--- src/hdl/esk_pkg.sv ---
// Shared types, constants and helper functions for the EAPOL success key extractor.
// Used by every module of the block and by the stream interface instances.
// Depends on nothing.
package esk_pkg;

    // Position counter and frame layout.
    localparam int unsigned PosWidth = 9;
    localparam int unsigned HdrLen   = 20;
    localparam int unsigned KeyBytes = 4;
    localparam int unsigned SeenWidth = 3;

    localparam logic [PosWidth-1:0] POS_MAX    = 9'd511;
    localparam logic [PosWidth-1:0] KEY_BASE   = 9'd157;
    localparam logic [PosWidth-1:0] OFS_SKIP   = 9'h1B;
    localparam logic [PosWidth-1:0] OFS_MARKER = 9'h2C;

    // Header byte offsets that the classifier looks at.
    localparam int unsigned OFS_TYPE_HI = 'h0C;
    localparam int unsigned OFS_TYPE_LO = 'h0D;
    localparam int unsigned OFS_CODE    = 'h0F;
    localparam int unsigned OFS_HB0     = 'h10;
    localparam int unsigned OFS_HB1     = 'h11;
    localparam int unsigned OFS_HB2     = 'h12;
    localparam int unsigned OFS_HB3     = 'h13;

    // Values that are matched.
    localparam logic [7:0] ETH_TYPE_HI  = 8'h88;
    localparam logic [7:0] ETH_TYPE_LO  = 8'h8E;
    localparam logic [7:0] CODE_SUCCESS = 8'h03;
    localparam logic [7:0] HB_LEN       = 8'h1E;
    localparam logic [7:0] BYTE_ZERO    = 8'h00;
    localparam logic [7:0] BYTE_ONES    = 8'hFF;

    localparam logic [31:0] KEY_ADD = 32'h0000_102B;

    // Frame kind codes.
    localparam logic [1:0] KIND_OTHER     = 2'd0;
    localparam logic [1:0] KIND_SUCCESS   = 2'd1;
    localparam logic [1:0] KIND_HEARTBEAT = 2'd2;

    // One input item: a frame byte and its end flag.
    typedef struct packed {
        logic [7:0] frame_byte;
        logic       frame_end;
    } frame_item_t;

    // One result item.
    typedef struct packed {
        logic [1:0]  frame_kind;
        logic [47:0] local_mac;
        logic [47:0] peer_mac;
        logic [31:0] echo_key;
        logic        key_valid;
        logic [15:0] heartbeat_count;
    } result_item_t;

    // Frame contents as they stand with the current byte included.
    typedef struct packed {
        logic [HdrLen-1:0][7:0] header;
        logic [7:0]             marker;
        logic [31:0]            key_word;
        logic                   key_complete;
    } frame_view_t;

    // Bit-reverse a byte, then invert it.
    function automatic logic [7:0] flip_invert(input logic [7:0] b);
        logic [7:0] r;
        for (int k = 0; k < 8; k++)
        begin
            r[k] = b[7-k];
        end
        return ~r;
    endfunction

endpackage

--- src/hdl/esk_stream_if.sv ---
// Valid/ready stream channel carrying one payload item per handshake.
// The payload type is set per instance, normally from esk_pkg.
interface esk_stream_if #(
    parameter type payload_t = logic
);
    logic     valid;
    logic     ready;
    payload_t payload;

    modport source (output valid, output payload, input ready);
    modport sink (input valid, input payload, output ready);
endinterface

--- src/hdl/esk_frame_tracker.sv ---
// Per-frame byte tracking: position counter, stored header, skip byte, marker and key bytes.
// Presents the frame contents including the byte being processed. Depends on esk_pkg.
module esk_frame_tracker (
    input  logic                clk,
    input  logic                rst_n,
    input  logic                step,
    input  esk_pkg::frame_item_t item,
    output esk_pkg::frame_view_t view
);

    logic [esk_pkg::PosWidth-1:0]               pos_reg, pos_next;
    logic [esk_pkg::HdrLen-1:0][7:0]            header_reg, header_next, header_cur;
    logic [7:0]                                 skip_reg, skip_next;
    logic [7:0]                                 marker_reg, marker_next, marker_cur;
    logic [esk_pkg::KeyBytes-1:0][7:0]          key_reg, key_next, key_cur;
    logic [esk_pkg::SeenWidth-1:0]              seen_reg, seen_next, seen_cur;
    logic [esk_pkg::PosWidth-1:0]               key_pos;
    logic [esk_pkg::PosWidth-1:0]               key_diff;
    logic                                       in_key;

    // Merge the current byte into the stored frame contents.
    always_comb
    begin
        key_pos  = esk_pkg::KEY_BASE + {1'b0, skip_reg};
        key_diff = pos_reg - key_pos;
        in_key   = (pos_reg >= key_pos) && (key_diff < esk_pkg::PosWidth'(esk_pkg::KeyBytes));
        for (int i = 0; i < esk_pkg::HdrLen; i++)
        begin
            header_cur[i] = (pos_reg == esk_pkg::PosWidth'(i)) ? item.frame_byte
                                                                : header_reg[i];
        end
        marker_cur = (pos_reg == esk_pkg::OFS_MARKER) ? item.frame_byte : marker_reg;
        for (int j = 0; j < esk_pkg::KeyBytes; j++)
        begin
            key_cur[j] = (in_key && (key_diff[1:0] == 2'(j))) ? item.frame_byte : key_reg[j];
        end
        seen_cur = seen_reg + esk_pkg::SeenWidth'(in_key);
    end

    assign view.header       = header_cur;
    assign view.marker       = marker_cur;
    assign view.key_word     = {key_cur[0], key_cur[1], key_cur[2], key_cur[3]};
    assign view.key_complete = (seen_cur >= esk_pkg::SeenWidth'(esk_pkg::KeyBytes));

    // Advance the frame state; the last byte clears everything for the next frame.
    always_comb
    begin
        pos_next    = pos_reg;
        header_next = header_reg;
        skip_next   = skip_reg;
        marker_next = marker_reg;
        key_next    = key_reg;
        seen_next   = seen_reg;
        if (step)
        begin
            if (item.frame_end)
            begin
                pos_next    = '0;
                header_next = '0;
                skip_next   = '0;
                marker_next = '0;
                key_next    = '0;
                seen_next   = '0;
            end
            else
            begin
                pos_next    = (pos_reg == esk_pkg::POS_MAX) ? pos_reg : pos_reg + 1'b1;
                header_next = header_cur;
                skip_next   = (pos_reg == esk_pkg::OFS_SKIP) ? item.frame_byte : skip_reg;
                marker_next = marker_cur;
                key_next    = key_cur;
                seen_next   = seen_cur;
            end
        end
    end

    always_ff @(posedge clk or negedge rst_n)
    begin
        if (!rst_n)
        begin
            pos_reg    <= '0;
            header_reg <= '0;
            skip_reg   <= '0;
            marker_reg <= '0;
            key_reg    <= '0;
            seen_reg   <= '0;
        end
        else
        begin
            pos_reg    <= pos_next;
            header_reg <= header_next;
            skip_reg   <= skip_next;
            marker_reg <= marker_next;
            key_reg    <= key_next;
            seen_reg   <= seen_next;
        end
    end

    // Key byte positions are distinct, so no more than four are ever counted.
    a_seen_bounded: assert property (@(posedge clk) disable iff (!rst_n)
        seen_reg <= esk_pkg::SeenWidth'(esk_pkg::KeyBytes))
        else $error("key byte count exceeded four");

    // A saturated position stays put until the frame ends.
    a_pos_saturates: assert property (@(posedge clk) disable iff (!rst_n)
        step && !item.frame_end && pos_reg == esk_pkg::POS_MAX |=> pos_reg == esk_pkg::POS_MAX)
        else $error("byte position wrapped");

    // The last byte of a frame returns the tracker to its start.
    a_frame_clear: assert property (@(posedge clk) disable iff (!rst_n)
        step && item.frame_end |=> pos_reg == '0 && seen_reg == '0)
        else $error("frame state not cleared after last byte");

endmodule

--- src/hdl/esk_classifier.sv ---
// Frame classification, MAC latching, key derivation and heartbeat counting.
// Holds the persistent state that forms the result item. Depends on esk_pkg.
module esk_classifier (
    input  logic                 clk,
    input  logic                 rst_n,
    input  logic                 load,
    input  esk_pkg::frame_view_t view,
    output esk_pkg::result_item_t result_item
);

    logic [1:0]  kind_reg, kind_next;
    logic [47:0] local_mac_reg, local_mac_next;
    logic [47:0] peer_mac_reg, peer_mac_next;
    logic [31:0] echo_key_reg, echo_key_next;
    logic        key_valid_reg, key_valid_next;
    logic [15:0] hb_count_reg, hb_count_next;
    logic        is_eapol;
    logic        is_success;
    logic        is_heartbeat;
    logic [31:0] key_flipped;

    // Recognise the frame from the header bytes and the marker.
    always_comb
    begin
        is_eapol = (view.header[esk_pkg::OFS_TYPE_HI] == esk_pkg::ETH_TYPE_HI)
                && (view.header[esk_pkg::OFS_TYPE_LO] == esk_pkg::ETH_TYPE_LO);
        is_success = is_eapol
                && (view.header[esk_pkg::OFS_CODE] == esk_pkg::BYTE_ZERO)
                && (view.header[esk_pkg::OFS_HB2] == esk_pkg::CODE_SUCCESS);
        is_heartbeat = is_eapol && !is_success
                && (view.header[esk_pkg::OFS_HB0] == esk_pkg::BYTE_ZERO)
                && (view.header[esk_pkg::OFS_HB1] == esk_pkg::HB_LEN)
                && (view.header[esk_pkg::OFS_HB2] == esk_pkg::BYTE_ONES)
                && (view.header[esk_pkg::OFS_HB3] == esk_pkg::BYTE_ONES)
                && (view.marker == esk_pkg::BYTE_ONES);
        key_flipped = {esk_pkg::flip_invert(view.key_word[31:24]),
                       esk_pkg::flip_invert(view.key_word[23:16]),
                       esk_pkg::flip_invert(view.key_word[15:8]),
                       esk_pkg::flip_invert(view.key_word[7:0])};
    end

    // Update the persistent state at the last byte of a frame.
    always_comb
    begin
        kind_next      = kind_reg;
        local_mac_next = local_mac_reg;
        peer_mac_next  = peer_mac_reg;
        echo_key_next  = echo_key_reg;
        key_valid_next = key_valid_reg;
        hb_count_next  = hb_count_reg;
        if (load)
        begin
            priority if (is_success)
            begin
                kind_next      = esk_pkg::KIND_SUCCESS;
                hb_count_next  = '0;
                local_mac_next = {view.header[0], view.header[1], view.header[2],
                                  view.header[3], view.header[4], view.header[5]};
                peer_mac_next  = {view.header[6], view.header[7], view.header[8],
                                  view.header[9], view.header[10], view.header[11]};
                echo_key_next  = view.key_complete ? key_flipped + esk_pkg::KEY_ADD : '0;
                key_valid_next = view.key_complete;
            end
            else if (is_heartbeat)
            begin
                kind_next     = esk_pkg::KIND_HEARTBEAT;
                hb_count_next = hb_count_reg + 1'b1;
            end
            else
            begin
                kind_next = esk_pkg::KIND_OTHER;
            end
        end
    end

    always_ff @(posedge clk or negedge rst_n)
    begin
        if (!rst_n)
        begin
            kind_reg      <= esk_pkg::KIND_OTHER;
            local_mac_reg <= '0;
            peer_mac_reg  <= '0;
            echo_key_reg  <= '0;
            key_valid_reg <= 1'b0;
            hb_count_reg  <= '0;
        end
        else
        begin
            kind_reg      <= kind_next;
            local_mac_reg <= local_mac_next;
            peer_mac_reg  <= peer_mac_next;
            echo_key_reg  <= echo_key_next;
            key_valid_reg <= key_valid_next;
            hb_count_reg  <= hb_count_next;
        end
    end

    assign result_item.frame_kind      = kind_reg;
    assign result_item.local_mac       = local_mac_reg;
    assign result_item.peer_mac        = peer_mac_reg;
    assign result_item.echo_key        = echo_key_reg;
    assign result_item.key_valid       = key_valid_reg;
    assign result_item.heartbeat_count = hb_count_reg;

    // A success frame restarts the heartbeat count.
    a_success_clears_count: assert property (@(posedge clk) disable iff (!rst_n)
        load && is_success |=> hb_count_reg == '0 && kind_reg == esk_pkg::KIND_SUCCESS)
        else $error("heartbeat count not cleared by success frame");

    // A heartbeat frame advances the count by exactly one.
    a_heartbeat_counts: assert property (@(posedge clk) disable iff (!rst_n)
        load && is_heartbeat |=> hb_count_reg == $past(hb_count_reg) + 16'd1)
        else $error("heartbeat count did not advance");

    // Without a complete key the key word reads as zero.
    a_key_zero_when_invalid: assert property (@(posedge clk) disable iff (!rst_n)
        !key_valid_reg |-> echo_key_reg == '0)
        else $error("echo key set while key marked invalid");

endmodule

--- src/hdl/eapol_success_key_extractor.sv ---
// EAPOL success / heartbeat watcher with echo-key derivation, top level.
// Takes one frame byte per cycle; throughput is one item per clock when results are taken.
// A frame's last byte is held in the input register; its result is then registered and
// shown as valid from the result register. Other bytes give no result.
// Reset (rst_n, asynchronous, active low) clears all frame state, MACs, key and count.
// Depends on esk_pkg, esk_stream_if, esk_frame_tracker and esk_classifier.
module eapol_success_key_extractor (
    input  logic         clk,
    input  logic         rst_n,
    esk_stream_if.sink   frame,
    esk_stream_if.source result
);

    logic                  in_valid_reg, in_valid_next;
    esk_pkg::frame_item_t  in_item_reg;
    logic                  out_valid_reg, out_valid_next;
    logic                  advance;
    logic                  take;
    logic                  step;
    esk_pkg::frame_view_t  view;
    esk_pkg::result_item_t result_item;

    // Handshake: the held item moves on whenever the result register is free or draining.
    assign advance     = !out_valid_reg || result.ready;
    assign frame.ready = advance || !in_valid_reg;
    assign take        = frame.valid && frame.ready;
    assign step        = in_valid_reg && advance;

    always_comb
    begin
        in_valid_next  = take ? 1'b1 : (advance ? 1'b0 : in_valid_reg);
        out_valid_next = advance ? (in_valid_reg && in_item_reg.frame_end) : out_valid_reg;
    end

    always_ff @(posedge clk or negedge rst_n)
    begin
        if (!rst_n)
        begin
            in_valid_reg  <= 1'b0;
            out_valid_reg <= 1'b0;
        end
        else
        begin
            in_valid_reg  <= in_valid_next;
            out_valid_reg <= out_valid_next;
        end
    end

    // Input register payload.
    always_ff @(posedge clk)
    begin
        if (take)
        begin
            in_item_reg <= frame.payload;
        end
    end

    esk_frame_tracker u_tracker (
        .clk   (clk),
        .rst_n (rst_n),
        .step  (step),
        .item  (in_item_reg),
        .view  (view)
    );

    esk_classifier u_classifier (
        .clk         (clk),
        .rst_n       (rst_n),
        .load        (step && in_item_reg.frame_end),
        .view        (view),
        .result_item (result_item)
    );

    assign result.valid   = out_valid_reg;
    assign result.payload = result_item;

    // A byte that does not end a frame leaves no result behind.
    a_no_result_mid_frame: assert property (@(posedge clk) disable iff (!rst_n)
        step && !in_item_reg.frame_end |=> !out_valid_reg)
        else $error("result raised for a byte inside a frame");

    // The last byte of a frame always produces a result.
    a_result_on_end: assert property (@(posedge clk) disable iff (!rst_n)
        step && in_item_reg.frame_end |=> out_valid_reg)
        else $error("no result for the last byte of a frame");

    // A held item is never dropped while the result side stalls.
    a_item_held: assert property (@(posedge clk) disable iff (!rst_n)
        in_valid_reg && !advance |=> in_valid_reg && $stable(in_item_reg))
        else $error("stalled input item lost");

endmodule
--- src/flat_wrapper.sv ---
// flat-port wrapper written by rule: the top's interface ports become plain ports
module eapol_success_key_extractor_flat 
  (clk, rst_n, frame_valid, frame_payload, frame_ready, result_valid, result_payload, result_ready);
  esk_stream_if frame_i ();
  esk_stream_if result_i ();
  input  logic clk;
  input  logic rst_n;
  input wire logic [$bits(frame_i.valid)-1:0] frame_valid;
  input wire logic [$bits(frame_i.payload)-1:0] frame_payload;
  output wire logic [$bits(frame_i.ready)-1:0] frame_ready;
  output wire logic [$bits(result_i.valid)-1:0] result_valid;
  output wire logic [$bits(result_i.payload)-1:0] result_payload;
  input wire logic [$bits(result_i.ready)-1:0] result_ready;
  assign frame_i.valid = frame_valid;
  assign frame_i.payload = frame_payload;
  assign frame_ready = frame_i.ready;
  assign result_valid = result_i.valid;
  assign result_payload = result_i.payload;
  assign result_i.ready = result_ready;
  eapol_success_key_extractor u_core (.clk(clk), .rst_n(rst_n), .frame(frame_i), .result(result_i));
endmodule
--- config.mk ---
export PLATFORM = sky130hd
export DESIGN_NAME = eapol_success_key_extractor_flat
export DESIGN_NICKNAME = d
export VERILOG_FILES = /design/src/hdl/esk_pkg.sv /design/src/hdl/esk_stream_if.sv /design/src/hdl/esk_frame_tracker.sv /design/src/hdl/esk_classifier.sv /design/src/hdl/eapol_success_key_extractor.sv /design/src/flat_wrapper.sv
export SDC_FILE = /design/constraint.sdc
export NUM_CORES = 1
export LEC_CHECK = 0
export BUFFER_PORTS_ARGS = -buffer_cell sky130_fd_sc_hd__buf_2
export CAP_MARGIN = 30
export CORE_UTILIZATION = 60
export DETAILED_ROUTE_END_ITERATION = 8
export GPL_ROUTABILITY_DRIVEN = 0
export HOLD_SLACK_MARGIN = 0.08
export PLACE_DENSITY = 0.74
export SYNTH_ARGS = -nofsm -noshare
export SYNTH_HDL_FRONTEND = slang
export SYNTH_SLANG_ARGS = --single-unit
--- constraint.sdc ---
create_clock -name clk -period 2.7 [get_ports clk]
set_input_delay 0 -clock clk [delete_from_list [all_inputs] [get_ports clk]]
set_output_delay 0 -clock clk [all_outputs]
set_load 0.01 [all_outputs]
==> summary.md <==
| Metric | Value |
|---|---|
| F_max | between 0.5 and 0.6 GHz |
| Starting Density | approximately 64% |
| Min-delay worst type | primary input to asynchronous set/reset pin |
| Seq pwr share | approximately 57% |
| Share of the synthesized area in the top cell type | 62.0% |
| Int Power | about 1600 µW |
| Hpwl dp | approximately 3.5 mm |
| Drt drc | 0 |
| Worst Setup End Kind | flip-flop |
| Sw Pwr | roughly 540 µW |
| Ys Warns | 0 |
| Worst Path Required | about 3000 ps |
| IO Count | 8 |
| Rel. slew slack | roughly three fifths |
| EDFF count, synth | 1 |
| Setup Skew | approximately 17 ps |
| Most common cell after layout, fill and taps aside | dfrtp_1 |
| Setup violators final | 0 |
| Top cells by area, synth | dfrtp_1 (62%), nor2b_1 (13%), a21oi_1 (2.3%) |
| Crit start category | flip-flop |
| Gr usage total | between 20% and 30% |
| CTS tree | built |
| CTS buffer count | 9 |
| Drt first-iter violations | between 80 and 90 |
| Clock Path Buffers | 2 |
| Largest net degree at the start of global routing | approximately 40 |
| Reg2reg end | u_core.u_classifier.hb_count_reg[0] |
| Core area | about 4800 µm² |
| Multi-input logic area | about 1100 µm² |
| Sequential standard cell area | approximately 1900 µm² |
| CTS Hold Buffers Added | 5 |
| Vias in the first global route | approximately 1,900 |
| Die Width | between 70 and 80 µm |
| Htree depth | 3 |
| WS Path Type | flip-flop to flip-flop |
| Routed WL | between 5 and 6 mm |
| Seq/Total Area, Yosys | a little over three fifths |
| Worst-margin pin slew | a little over 600 ps |
| Clock transition at path regs | around 90 ps |
| Syn_nets | approximately 270 |
| Share of flip-flops with an asynchronous set or reset | between 90% and 100% |
| Clk root buf | clkbuf_8 |
| Seq cells post-synth | 77 |
| Antenna cells | 0 |
| Synthesized area | approximately 3100 µm² |
| Std cell rows | 25 |
| Sink Count | slightly below 80 |
| Wire length per cell | ~15 µm |
| Syn avg cell area | between 10 and 15 µm² |
| Largest register FFs | 56 |
| RR Startpoint | u_core.u_tracker.header_reg[109] |
| R2R depth | 6 |
| Antenna violations before repair | 0 |
| Most frequent cells in the layout | dfrtp_1 (76), nor2b_1 (64), nor2_1 (14), a21oi_1 (14), nand2_1 (13) |
| Post-synth cell types | 38 |
| Port bufs | 7 |
| Clock Power Share | a little over a third |
| Max-slew violation count | 0 |
| First-pass iteration count of the detailed router | 4 |
| Setup TNS | 0 ps |
| Share of cells above drive strength 1 | about a tenth |
| Area leader, netlist | dfrtp_1 |
| Vias | 1,893 |
| Insertion delay to the later sink of the worst-skew pair | 350 ps |
| Antenna Nets Post-Route | 0 |
| DIE HEIGHT | 73.5 µm |
| Worst Path Max Fanout | 2 |
| Finished Core Util | between 70% and 80% |
| First-pass GRT wire length | 9.03 mm |
| Post-Syn Instances | between 200 and 300 |
| Fillers | 363 |
| Arr. time, crit path | between 2000 and 2500 ps |
| Power Density | roughly 600 nW/µm² |
| Avg Vias per Cell | between 5 and 6 |
| # Post-CTS Setup Buffers | 0 |
| Post-CTS sizing | 0 |
| Period minus WS final | between 1500 and 2000 ps |
| Hold Fails Final Rpt | 0 |
| Nets | about 290 |
| Remaining global-route overflow | 0 |
| Area grow syn2layout | 10.9% |
| Die area | 5410 µm² |
| Switch share | roughly a quarter |
| Fin crit share | 74.0% |
| Comb power frac | about 7.5% |
| Dominant synthesized flop cell | dfrtp_1 |
| Max VDD drop | 438 µV |
| RSZ-0062 raised after global routing | false |
| Max-cap viol count | 0 |
| Status | complete, no violations |
| Flop-to-flop setup slack | roughly 700 ps |
| P_leak | 0.00166 µW |
-- Yosys cell counts, types with 2 or more instances --
cell and number:
or4b_1 2, ha_1 5, nor2_1 14, nor3_1 5, inv_1 3, or4_1 3, nand4b_1 5, nand4_1 5
nand2_1 13, nand2b_1 3, xor2_1 2, nor4_1 6, nand3_1 4, and2_1 2, a21oi_1 14, dfrtp_1 76
o21ai_0 9, clkbuf_1 5, nor2b_1 64
-- how the worst max path moves through the flow --
stage / startpoint / endpoint / cells past startpoint
after floorplan: u_core.u_tracker.pos_reg[5] / u_core.u_classifier.hb_count_reg[0] / 6
after global placement: u_core.u_tracker.header_reg[102] / u_core.u_classifier.hb_count_reg[0] / 6
after detailed placement: u_core.u_tracker.header_reg[102] / u_core.u_classifier.hb_count_reg[0] / 6
after CTS: u_core.u_tracker.header_reg[102] / u_core.u_classifier.hb_count_reg[0] / 6
after global routing: u_core.u_tracker.pos_reg[5] / u_core.u_classifier.hb_count_reg[0] / 6
final: u_core.u_tracker.header_reg[109] / u_core.u_classifier.hb_count_reg[0] / 6
-- power by group through the flow --
stage	logic (µW)	registers, µW	clock network (µW)
global placement	150	1220	0
global route	178	1210	802
CTS	157	1200	766
finish	157	1200	746
detailed placement	151	1220	0
floorplan	94.4	1220	0
-- layer usage --
metal | share of wire, % | track usage (%) | up-vias
met5 | 0 | 0 | -
li1 | - | - | 918
met1 | 50 | 32.9 | 931
met4 | 1.8 | 10.5 | 0
met3 | 3.7 | 6.17 | 10
met2 | 44 | 33.5 | 34
-- cell families (layout without fill, tap and decap cells) --
kind of cell / Yosys count / count (layout) / synth area share, %
and+or+nand+nor: 134 / 134 / 26.4
adders and majority gates: 5 / 5 / 2.04
xor gates and xnor gates: 3 / 3 / 0.856
buffers and inverters: 9 / 32 / 1.22
DFF: 77 / 77 / 62.9
AOI/OAI and AO/OA: 31 / 31 / 6.52
-- through the flow --
step           area, µm²  hold WS, ps  total power, µW  std cells  setup slack, ps
4_1_cts             3400         89.2             2130        349              712
5_1_grt             3400          137             2190        349              582
6_report            3400         88.9             2110        349              701
3_5_place_dp        3190        -60.4             1380        329              728
3_3_place_gp        3190        -72.5             1370        329              733
2_1_floorplan       3070         -296             1310        259              873
-- critical path: stages (launching register included) --
cell,delay (ps)
dfrtp_1,390
or4b_1,500
nor3_1,250
nand4_1,160
a211oi_2,280
o21ai_1,100
a32o_1,210
-- final cells by class --
type / count / share of cell area (%)
Tap cell: 67 / 2.46
Timing Repair Buffer: 14 / 3.31
Inverter: 3 / 0.331
Clock inverter: 5 / 0.809
Sequential cell: 77 / 56.7
Clock buffer: 10 / 4.04
Multi-Input combinational cell: 173 / 32.3
No activity file was read; power rests on OpenSTA's default activity.
